File: src/sv/crsm_pkg.sv
package crsm_pkg;

  localparam logic [1:0] CMD_STORE_CHAR = 2'd0;
  localparam logic [1:0] CMD_SET_LEN    = 2'd1;
  localparam logic [1:0] CMD_QUERY_CHAR = 2'd2;
  localparam logic [1:0] CMD_NOP        = 2'd3;

  localparam logic [1:0] ST_FOUND     = 2'd0;
  localparam logic [1:0] ST_NOT_FOUND = 2'd1;
  localparam logic [1:0] ST_INVALID   = 2'd2;
  localparam logic [1:0] ST_TOO_LONG  = 2'd3;

  localparam logic [7:0] CH_A = 8'h41;
  localparam logic [7:0] CH_C = 8'h43;
  localparam logic [7:0] CH_G = 8'h47;
  localparam logic [7:0] CH_T = 8'h54;

  function automatic logic is_base(input logic [7:0] c);
    return (c == CH_A) || (c == CH_C) || (c == CH_G) || (c == CH_T);
  endfunction

  // Commands from the controller to the datapath.
  typedef struct packed {
    logic clr_wr;
    logic accept;
    logic rec_setup;
    logic chr_next;
    logic rec_next;
    logic rot_next;
    logic mark_hit;
    logic res_load;
  } crsm_cmd_t;

  // Status from the datapath to the controller.
  typedef struct packed {
    logic clr_last;
    logic out_free;
    logic search_go;
    logic len_hit;
    logic chr_eq;
    logic chr_last;
    logic rec_first;
    logic rot_last;
  } crsm_stat_t;

endpackage

File: src/sv/crsm_ctrl.sv
module crsm_ctrl (
  input  logic                clk,
  input  logic                rst_n,
  input  logic                in_valid,
  output logic                in_ready,
  input  crsm_pkg::crsm_stat_t stat,
  output crsm_pkg::crsm_cmd_t  cmd
);
  import crsm_pkg::*;

  localparam logic [2:0] S_CLEAR = 3'd0;
  localparam logic [2:0] S_IDLE  = 3'd1;
  localparam logic [2:0] S_LEN   = 3'd2;
  localparam logic [2:0] S_LCHK  = 3'd3;
  localparam logic [2:0] S_RD    = 3'd4;
  localparam logic [2:0] S_CMP   = 3'd5;
  localparam logic [2:0] S_DONE  = 3'd6;

  logic [2:0] state_r;
  logic [2:0] state_nxt;
  logic [2:0] miss_state;
  logic       miss_rec_next;
  logic       miss_rot_next;

  // Moving on after a record fails: next lower record, else next rotation, else give up.
  always_comb begin
    miss_rec_next = 1'b0;
    miss_rot_next = 1'b0;
    miss_state    = S_LEN;
    if (!stat.rec_first) begin
      miss_rec_next = 1'b1;
    end else if (!stat.rot_last) begin
      miss_rot_next = 1'b1;
    end else begin
      miss_state = S_DONE;
    end
  end

  always_comb begin
    state_nxt = state_r;
    cmd       = '0;
    in_ready  = 1'b0;
    unique case (state_r)
      S_CLEAR: begin
        cmd.clr_wr = 1'b1;
        if (stat.clr_last) begin
          state_nxt = S_IDLE;
        end
      end
      S_IDLE: begin
        in_ready   = stat.out_free;
        cmd.accept = in_valid && stat.out_free;
        if (cmd.accept && stat.search_go) begin
          state_nxt = S_LEN;
        end
      end
      S_LEN: begin
        cmd.rec_setup = 1'b1;
        state_nxt     = S_LCHK;
      end
      S_LCHK: begin
        if (stat.len_hit) begin
          state_nxt = S_CMP;
        end else begin
          cmd.rec_next = miss_rec_next;
          cmd.rot_next = miss_rot_next;
          state_nxt    = miss_state;
        end
      end
      S_RD: begin
        state_nxt = S_CMP;
      end
      S_CMP: begin
        if (stat.chr_eq && stat.chr_last) begin
          cmd.mark_hit = 1'b1;
          state_nxt    = S_DONE;
        end else if (stat.chr_eq) begin
          cmd.chr_next = 1'b1;
          state_nxt    = S_RD;
        end else begin
          cmd.rec_next = miss_rec_next;
          cmd.rot_next = miss_rot_next;
          state_nxt    = miss_state;
        end
      end
      S_DONE: begin
        if (stat.out_free) begin
          cmd.res_load = 1'b1;
          state_nxt    = S_IDLE;
        end
      end
      default: begin
        state_nxt = S_CLEAR;
      end
    endcase
  end

  always_ff @(posedge clk) begin
    if (!rst_n) begin
      state_r <= S_CLEAR;
    end else begin
      state_r <= state_nxt;
    end
  end

endmodule

File: src/sv/crsm_dp.sv
module crsm_dp #(
  parameter int MAX_RECORDS = 8,
  parameter int MAX_LEN     = 16
) (
  input  logic                 clk,
  input  logic                 rst_n,
  input  crsm_pkg::crsm_cmd_t  cmd,
  output crsm_pkg::crsm_stat_t stat,
  input  logic [1:0]           in_cmd,
  input  logic [2:0]           in_record_slot,
  input  logic [3:0]           in_char_position,
  input  logic [7:0]           in_char_value,
  input  logic [4:0]           in_record_length,
  input  logic                 in_query_last,
  output logic                 out_valid,
  input  logic                 out_ready,
  output logic [1:0]           out_match_status,
  output logic [2:0]           out_matched_record,
  output logic [3:0]           out_rotation_amount
);
  import crsm_pkg::*;

  localparam int DEPTH    = MAX_RECORDS * MAX_LEN;
  localparam int RW       = (MAX_RECORDS > 1) ? $clog2(MAX_RECORDS) : 1;
  localparam int IW       = $clog2(MAX_LEN);
  localparam int LW       = $clog2(MAX_LEN + 1);
  localparam int AW       = $clog2(DEPTH);
  localparam int TOP_BASE = (MAX_RECORDS - 1) * MAX_LEN;

  // Storage.
  logic [7:0]    chr_mem [DEPTH];
  logic [LW-1:0] len_mem [MAX_RECORDS];
  logic [7:0]    qry_mem [MAX_LEN];

  logic [7:0]    chr_q_r;
  logic [7:0]    qry_q_r;
  logic [LW-1:0] len_q_r;

  // Query collection.
  logic [LW-1:0] count_r;
  logic          bad_r;
  logic          ovf_r;
  logic          full;
  logic          bad_now;
  logic          ovf_now;
  logic          is_query;
  logic          query_end;

  // Search counters.
  logic [RW-1:0] clr_idx_r;
  logic [LW-1:0] n_r;
  logic [RW-1:0] j_r;
  logic [AW-1:0] base_r;
  logic [IW-1:0] r_r;
  logic [IW-1:0] i_r;
  logic [IW-1:0] src_r;
  logic          hit_r;

  // Memory write ports.
  logic          chr_we;
  logic [AW-1:0] chr_waddr;
  logic          len_we;
  logic [RW-1:0] len_waddr;
  logic [LW-1:0] len_wdata;
  logic          qry_we;

  // Result register.
  logic          out_valid_r;
  logic [1:0]    out_status_r;
  logic [2:0]    out_rec_r;
  logic [3:0]    out_rot_r;
  logic          err_load;

  assign is_query  = (in_cmd == CMD_QUERY_CHAR);
  assign query_end = is_query && in_query_last;
  assign full      = (count_r == LW'(MAX_LEN));
  assign bad_now   = bad_r || !is_base(in_char_value);
  assign ovf_now   = ovf_r || full;
  assign err_load  = cmd.accept && query_end && (ovf_now || bad_now);

  always_comb begin
    chr_we    = 1'b0;
    len_we    = 1'b0;
    qry_we    = 1'b0;
    chr_waddr = AW'(32'(in_record_slot) * MAX_LEN + 32'(in_char_position));
    len_waddr = RW'(in_record_slot);
    len_wdata = (32'(in_record_length) > MAX_LEN) ? LW'(MAX_LEN) : LW'(in_record_length);
    if (cmd.clr_wr) begin
      len_we    = 1'b1;
      len_waddr = clr_idx_r;
      len_wdata = '0;
    end else if (cmd.accept) begin
      unique case (in_cmd)
        CMD_STORE_CHAR: chr_we = (32'(in_record_slot) < MAX_RECORDS) &&
                                 (32'(in_char_position) < MAX_LEN);
        CMD_SET_LEN:    len_we = (32'(in_record_slot) < MAX_RECORDS);
        CMD_QUERY_CHAR: qry_we = !full;
        CMD_NOP:        chr_we = 1'b0;
      endcase
    end
  end

  always_ff @(posedge clk) begin
    if (chr_we) begin
      chr_mem[chr_waddr] <= in_char_value;
    end
    chr_q_r <= chr_mem[base_r + AW'(i_r)];
  end

  always_ff @(posedge clk) begin
    if (len_we) begin
      len_mem[len_waddr] <= len_wdata;
    end
    len_q_r <= len_mem[j_r];
  end

  always_ff @(posedge clk) begin
    if (qry_we) begin
      qry_mem[IW'(count_r)] <= in_char_value;
    end
    qry_q_r <= qry_mem[src_r];
  end

  // Query collection and the length-memory clearing sweep.
  always_ff @(posedge clk) begin
    if (!rst_n) begin
      count_r   <= '0;
      bad_r     <= 1'b0;
      ovf_r     <= 1'b0;
      clr_idx_r <= '0;
    end else begin
      if (cmd.clr_wr) begin
        clr_idx_r <= clr_idx_r + RW'(1);
      end
      if (cmd.accept && is_query) begin
        if (in_query_last) begin
          count_r <= '0;
          bad_r   <= 1'b0;
          ovf_r   <= 1'b0;
        end else begin
          count_r <= full ? count_r : count_r + LW'(1);
          bad_r   <= bad_now;
          ovf_r   <= ovf_now;
        end
      end
    end
  end

  // Search walk: rotations outermost, records from the highest index down,
  // characters innermost; the query index follows (i - r) mod n.
  always_ff @(posedge clk) begin
    if (cmd.accept && query_end) begin
      n_r    <= count_r + LW'(1);
      j_r    <= RW'(MAX_RECORDS - 1);
      base_r <= AW'(TOP_BASE);
      r_r    <= '0;
    end
    if (cmd.rec_setup) begin
      i_r   <= '0;
      src_r <= (r_r == '0) ? '0 : IW'(n_r - LW'(r_r));
    end
    if (cmd.chr_next) begin
      i_r   <= i_r + IW'(1);
      src_r <= (LW'(src_r) == n_r - LW'(1)) ? '0 : src_r + IW'(1);
    end
    if (cmd.rec_next) begin
      j_r    <= j_r - RW'(1);
      base_r <= base_r - AW'(MAX_LEN);
    end
    if (cmd.rot_next) begin
      r_r    <= r_r + IW'(1);
      j_r    <= RW'(MAX_RECORDS - 1);
      base_r <= AW'(TOP_BASE);
    end
  end

  always_ff @(posedge clk) begin
    if (!rst_n) begin
      hit_r <= 1'b0;
    end else if (cmd.accept && query_end) begin
      hit_r <= 1'b0;
    end else if (cmd.mark_hit) begin
      hit_r <= 1'b1;
    end
  end

  always_ff @(posedge clk) begin
    if (!rst_n) begin
      out_valid_r <= 1'b0;
    end else if (err_load || cmd.res_load) begin
      out_valid_r <= 1'b1;
    end else if (out_ready) begin
      out_valid_r <= 1'b0;
    end
  end

  always_ff @(posedge clk) begin
    if (err_load) begin
      out_status_r <= ovf_now ? ST_TOO_LONG : ST_INVALID;
      out_rec_r    <= '0;
      out_rot_r    <= '0;
    end else if (cmd.res_load) begin
      out_status_r <= hit_r ? ST_FOUND : ST_NOT_FOUND;
      out_rec_r    <= hit_r ? 3'(j_r) : '0;
      out_rot_r    <= hit_r ? 4'(r_r) : '0;
    end
  end

  assign stat.clr_last  = (clr_idx_r == RW'(MAX_RECORDS - 1));
  assign stat.out_free  = !out_valid_r || out_ready;
  assign stat.search_go = query_end && !ovf_now && !bad_now;
  assign stat.len_hit   = (len_q_r == n_r);
  assign stat.chr_eq    = (chr_q_r == qry_q_r);
  assign stat.chr_last  = (LW'(i_r) == n_r - LW'(1));
  assign stat.rec_first = (j_r == '0);
  assign stat.rot_last  = (LW'(r_r) == n_r - LW'(1));

  assign out_valid           = out_valid_r;
  assign out_match_status    = out_status_r;
  assign out_matched_record  = out_rec_r;
  assign out_rotation_amount = out_rot_r;

endmodule

File: src/sv/cyclic_rotation_sequence_match.sv
// Cyclic rotation match of a DNA query against a small table of records.
// Input channel (in_valid/in_ready): each request is a record character
// store, a record length set, or one query character; the query character
// flagged by in_query_last ends the query and starts the search.
// Result channel (out_valid/out_ready): one result per finished query,
// giving status, the lowest rotation that hits and the highest record
// matching at that rotation. Loads and query characters are taken while
// the block is idle. A query that is too long or holds a non-ACGT character
// reports in the cycle after its last request. Otherwise the search walks
// rotations, then records from the highest index down, one character
// compare at a time through the registered reads of the record and query
// memories: each record has its length checked (S_LEN, S_LCHK), then its
// characters are compared in turn (S_RD, S_CMP); the result loads in S_DONE.
// After reset the block clears its record length memory, one record per
// cycle until all MAX_RECORDS entries are cleared, with in_ready low.
// The result sits in an output register; while a result waits unread, no
// request is taken unless the register frees up in the same cycle,
// and a search that finishes waits for the register.
module cyclic_rotation_sequence_match #(
  parameter int MAX_RECORDS = 8,
  parameter int MAX_LEN     = 16
) (
  input  logic       clk,
  input  logic       rst_n,
  input  logic       in_valid,
  output logic       in_ready,
  input  logic [1:0] in_cmd,
  input  logic [2:0] in_record_slot,
  input  logic [3:0] in_char_position,
  input  logic [7:0] in_char_value,
  input  logic [4:0] in_record_length,
  input  logic       in_query_last,
  output logic       out_valid,
  input  logic       out_ready,
  output logic [1:0] out_match_status,
  output logic [2:0] out_matched_record,
  output logic [3:0] out_rotation_amount
);
  import crsm_pkg::*;

  crsm_cmd_t  cmd;
  crsm_stat_t stat;

  crsm_ctrl u_ctrl (
    .clk      (clk),
    .rst_n    (rst_n),
    .in_valid (in_valid),
    .in_ready (in_ready),
    .stat     (stat),
    .cmd      (cmd)
  );

  crsm_dp #(
    .MAX_RECORDS (MAX_RECORDS),
    .MAX_LEN     (MAX_LEN)
  ) u_dp (
    .clk                 (clk),
    .rst_n               (rst_n),
    .cmd                 (cmd),
    .stat                (stat),
    .in_cmd              (in_cmd),
    .in_record_slot      (in_record_slot),
    .in_char_position    (in_char_position),
    .in_char_value       (in_char_value),
    .in_record_length    (in_record_length),
    .in_query_last       (in_query_last),
    .out_valid           (out_valid),
    .out_ready           (out_ready),
    .out_match_status    (out_match_status),
    .out_matched_record  (out_matched_record),
    .out_rotation_amount (out_rotation_amount)
  );

endmodule

File: config.mk
export PLATFORM = sky130hd
export DESIGN_NAME = cyclic_rotation_sequence_match
export DESIGN_NICKNAME = d
export VERILOG_FILES = /design/src/sv/crsm_pkg.sv /design/src/sv/crsm_ctrl.sv /design/src/sv/crsm_dp.sv /design/src/sv/cyclic_rotation_sequence_match.sv
export SDC_FILE = /design/constraint.sdc
export NUM_CORES = 1
export LEC_CHECK = 0
export BUFFER_PORTS_ARGS = -buffer_cell sky130_fd_sc_hd__clkbuf_2
export CAP_MARGIN = 20
export CORE_MARGIN = 4
export CORE_UTILIZATION = 60
export DETAILED_ROUTE_END_ITERATION = 6
export GPL_TIMING_DRIVEN = 0
export PLACE_DENSITY = 0.73
export SYNTH_ARGS = -nofsm -noshare
export SYNTH_HDL_FRONTEND = slang
export SYNTH_SLANG_ARGS = --single-unit
File: constraint.sdc
create_clock -name clk -period 3.2 [get_ports clk]
set_clock_uncertainty 0.1 [all_clocks]
set_input_delay 0.16 -clock clk [delete_from_list [all_inputs] [get_ports clk]]
set_output_delay 0.16 -clock clk [all_outputs]
set_load 0.01 [all_outputs]
==> flow_summary.toml <==
[finish]
drive_above_1_share = 0.3449
instances_no_fill = 3608
fin_nets = 2489
synthToLayoutAreaGrowth_pct = 15.83
register_area_mm2 = 0.03735
multi_input_area_mm2 = 0.01208
fin_area_mm2 = 0.05698
num-fill-cells = 4648

[run]
maxCapViolCount = 0

[setup_path]
crit_fanout = 10
worstReg2RegEnd = "u_dp.chr_q_r[1]$_DFF_P_"
required_ns = 3.65
cp-end-kind = "flip-flop"
reg2reg_slack_ns = -0.04
endpoint = "u_dp.chr_q_r[1]$_DFF_P_"
path_class = "flip-flop to flip-flop"
reg2reg_depth = 6
critPathMaxStageDelay_ns = 0.66
critPathLaunch = "u_dp.i_r[2]$_SDFFCE_PP0P_"
cp_slowest_cell = "clkbuf_1"
cpMostUsedCell = "mux4_2"
r2r-start = "u_dp.i_r[2]$_SDFFCE_PP0P_"
cp_cell_sequence = "buf_12, clkbuf_1, mux4_2, mux4_2, mux4_2, mux2_2"
cp_data_arrival_time_ns = 3.69
start_kind = "flip-flop"

[logic_synthesis]
synth-seq-cells = 1260
seq_area_frac_synth = 0.7591
ys_top_cells_by_count = "edfxtp_1, mux4_2, nor2_1, clkbuf_1, dfxtp_1"
synthFlopType = "edfxtp_1"
syn_inst = 2232
synth_cell_types = 52
syn_avg_cell_area_um2 = 22.04
synth_area_leaders = "edfxtp_1, mux4_2, dfxtp_1"
synth_warnings = 0
yosys.area.top_type_share = 0.7392
yosysMostFrequentCell = "edfxtp_1"
async_reset_ff_frac = 0
synth_area_mm2 = 0.04920
synth-edff-count = 1211
yosys.area.top_type = "edfxtp_1"
synth_fp_nets = 2277

[pwr]
cellLeakagePower_nw = 17.90
power.density_mw_per_mm2 = 654.3
peakVddDrop_mv = 0.6992
p_total_w = 0.03729

[sta]
setup_tns_ns = -0.1049
postLayoutSetupSlackWorst_ns = -0.03862
fin_crit_ns = 3.239
slew_headroom = 0.2550
finalHoldViolations = 0
rsz0062_at_grt = "yes"
fin_crit_sh = 1.012
finalSetupViolations = 6
drv_slew = 0
tightest_slew_ns = 1.118
max_freq_ghz = 0.3088

[grt]
grt_pass1_wl_um = 173500
overflow = 0
grt_use_total = 0.2812
antenna_found_initial = 4
grt_start_max_net_pins = 147
grt_pass1_vias = 24730

[die]
rows = 104
ios = 38
die_w_um = 294.4
core_mm2 = 0.08094
dieArea_mm2 = 0.08664
die_h_um = 294.4
start_util = 0.6078

[cts]
cts_tree = "yes"
cts_buffers = 119
clkTransAtPathRegs_ns = 0.06
cts.path.max_buffers = 3
clock_sinks = 1260
clkLatencyLatePin_ns = 0.70
root_buffer = "clkbuf_16"
h-tree-depth = 3

[route]
final_antenna_net_count = 0
wl_met3_um = 12440
first_pass_iters = 5
top_layer = "met5"
drc = 0
finalWirelength_um = 120300
via_count = 24620
dr_wl_met2_um = 57970
drt_iter0_markers = 3580
drt-met1-wl_um = 44970
wl_per_cell_um = 33.35
via_per_inst = 6.825

[placed_design]
dp.final_hpwl_um = 71400
dpl_cell_area_mm2 = 0.05093
port_buffers = 36
routabilityCongestion = 0.8770
dp.cells = 3334

[hold_path]
hp-class = "primary input to flip-flop"

[status]
violations = "negative setup slack"
outcome = "complete, but fails checks"
worst min path at each step:
stage,cells after the start,slack [ns],from,to
floorplan,0,0.16,in_char_value[0],u_dp.chr_mem[0][0]$_DFFE_PP_
global placement,2,0.34,u_dp.out_matched_record[0]$_SDFFE_PP0P_,u_dp.out_matched_record[0]$_SDFFE_PP0P_
detailed placement,1,0.31,in_char_value[1],u_dp.chr_mem[77][1]$_DFFE_PP_
CTS,5,0.04,in_cmd[0],u_dp.ovf_r$_SDFFE_PN0P_
global route,4,0.11,in_valid,u_dp.len_mem[2][1]$_DFFE_PP_
finish,4,0.09,in_valid,u_dp.len_mem[6][0]$_DFFE_PP_
logic make-up (layout without fill, tap and decap cells):
family                   count (synthesis)  count (layout)  share of synthesized area
flip-flops                            1260            1260                     0.7591
multiplexers                           402             402                     0.1803
AND/OR/NAND/NOR                        323             323                    0.02978
buffers and inverters                  134             448                    0.01170
AO/OA/AOI/OAI                           55              55                   0.006943
XOR/XNOR                                40              40                   0.007401
adder cells (fa/ha/maj)                 18              18                   0.004730
other                                    0               2                          0
power by group:
| group | internal [W] | switching [W] | total, W |
|---|---|---|---|
| combinational | 0.00220 | 0.00261 | 0.00481 |
| clock | 0.00787 | 0.00606 | 0.0139 |
| sequential | 0.0184 | 0.000146 | 0.0185 |
layout by cell type, fill, tap and decap left out, types with 6 or more instances in the layout:
master,n
nand3_1,26
a21oi_1,23
clkbuf_8,24
nor2_2,44
o22ai_1,7
nor3_1,11
nor2_4,79
nor3b_1,7
clkbuf_2,41
nor2_1,50
clkinvlp_4,8
dlygate4sd3_1,13
nor2b_1,10
mux2_2,12
buf_1,7
bufinv_16,10
xnor2_1,32
and3_1,9
buf_4,19
mux4_2,386
clkinv_2,26
and2_1,22
clkinv_1,24
buf_2,9
buf_12,37
buf_16,12
nand2_1,35
dfxtp_1,49
edfxtp_1,1211
inv_1,20
clkbuf_16,126
clkbuf_1,44
xor2_1,7
clkbuf_4,11
o21ai_0,6
ha_1,17
flip-flops by register name, summed over array words and instances, names as in the netlist, 2 cells and up:
name	cells
u_dp.qry_mem	128
u_dp.len_q_r	5
u_dp.chr_q_r	8
u_dp.qry_q_r	8
u_dp.j_r	3
u_dp.out_rotation_amount	4
u_dp.chr_mem	1024
u_dp.base_r	3
u_dp.clr_idx_r	3
u_dp.n_r	5
u_dp.src_r	4
u_ctrl.state_r	3
u_dp.len_mem	40
u_dp.out_matched_record	3
u_dp.r_r	4
u_dp.i_r	4
u_dp.out_match_status	2
u_dp.count_r	5
per-layer routing:
metal | GRT usage | vias up
met2 | 0.4377 | 1583
met3 | 0.06088 | 276
met4 | 0.09835 | 2
met5 | 0 | -
li1 | - | 9767
met1 | 0.4061 | 13000
repair_timing:
item,CTS,global route
setup buffers,16,16
hold endpoints to repair,72,0
cloned,1,6
hold buffers,13,0
setup endpoints to repair,1050,884
pin swaps,10,15
resized for setup,362,79
final cells by class:
cell class / instances / share of cell area
Sequential cell: 1260 / 0.6554
Multi-Input combinational cell: 838 / 0.2119
Clock buffer: 149 / 0.05584
Tap cell: 1060 / 0.02327
Timing Repair Buffer: 95 / 0.02161
Buffer: 106 / 0.01818
Clock inverter: 74 / 0.01212
Inverter: 24 / 0.001603
Antenna cell: 2 / 0.00008783
metrics by stage:
step             util  hold WS [ns]  setup WS (ns)
3_5_place_dp   0.6292        0.3078         -1.343
3_3_place_gp   0.6265        0.3415         -1.323
2_1_floorplan       -        0.1589         0.2526
4_1_cts        0.6963       0.04319        -0.1914
5_1_grt        0.7040        0.1102       -0.02491
6_report       0.7040       0.09241       -0.03862
worst max-delay path: cells and delay by family, from the launching register on:
family | cells | cell delay [ns]
buffers and inverters | 2 | 0.80
multiplexers | 4 | 1.83
flip-flops | 1 | 0.38
Power figures use the tool's default switching activity.
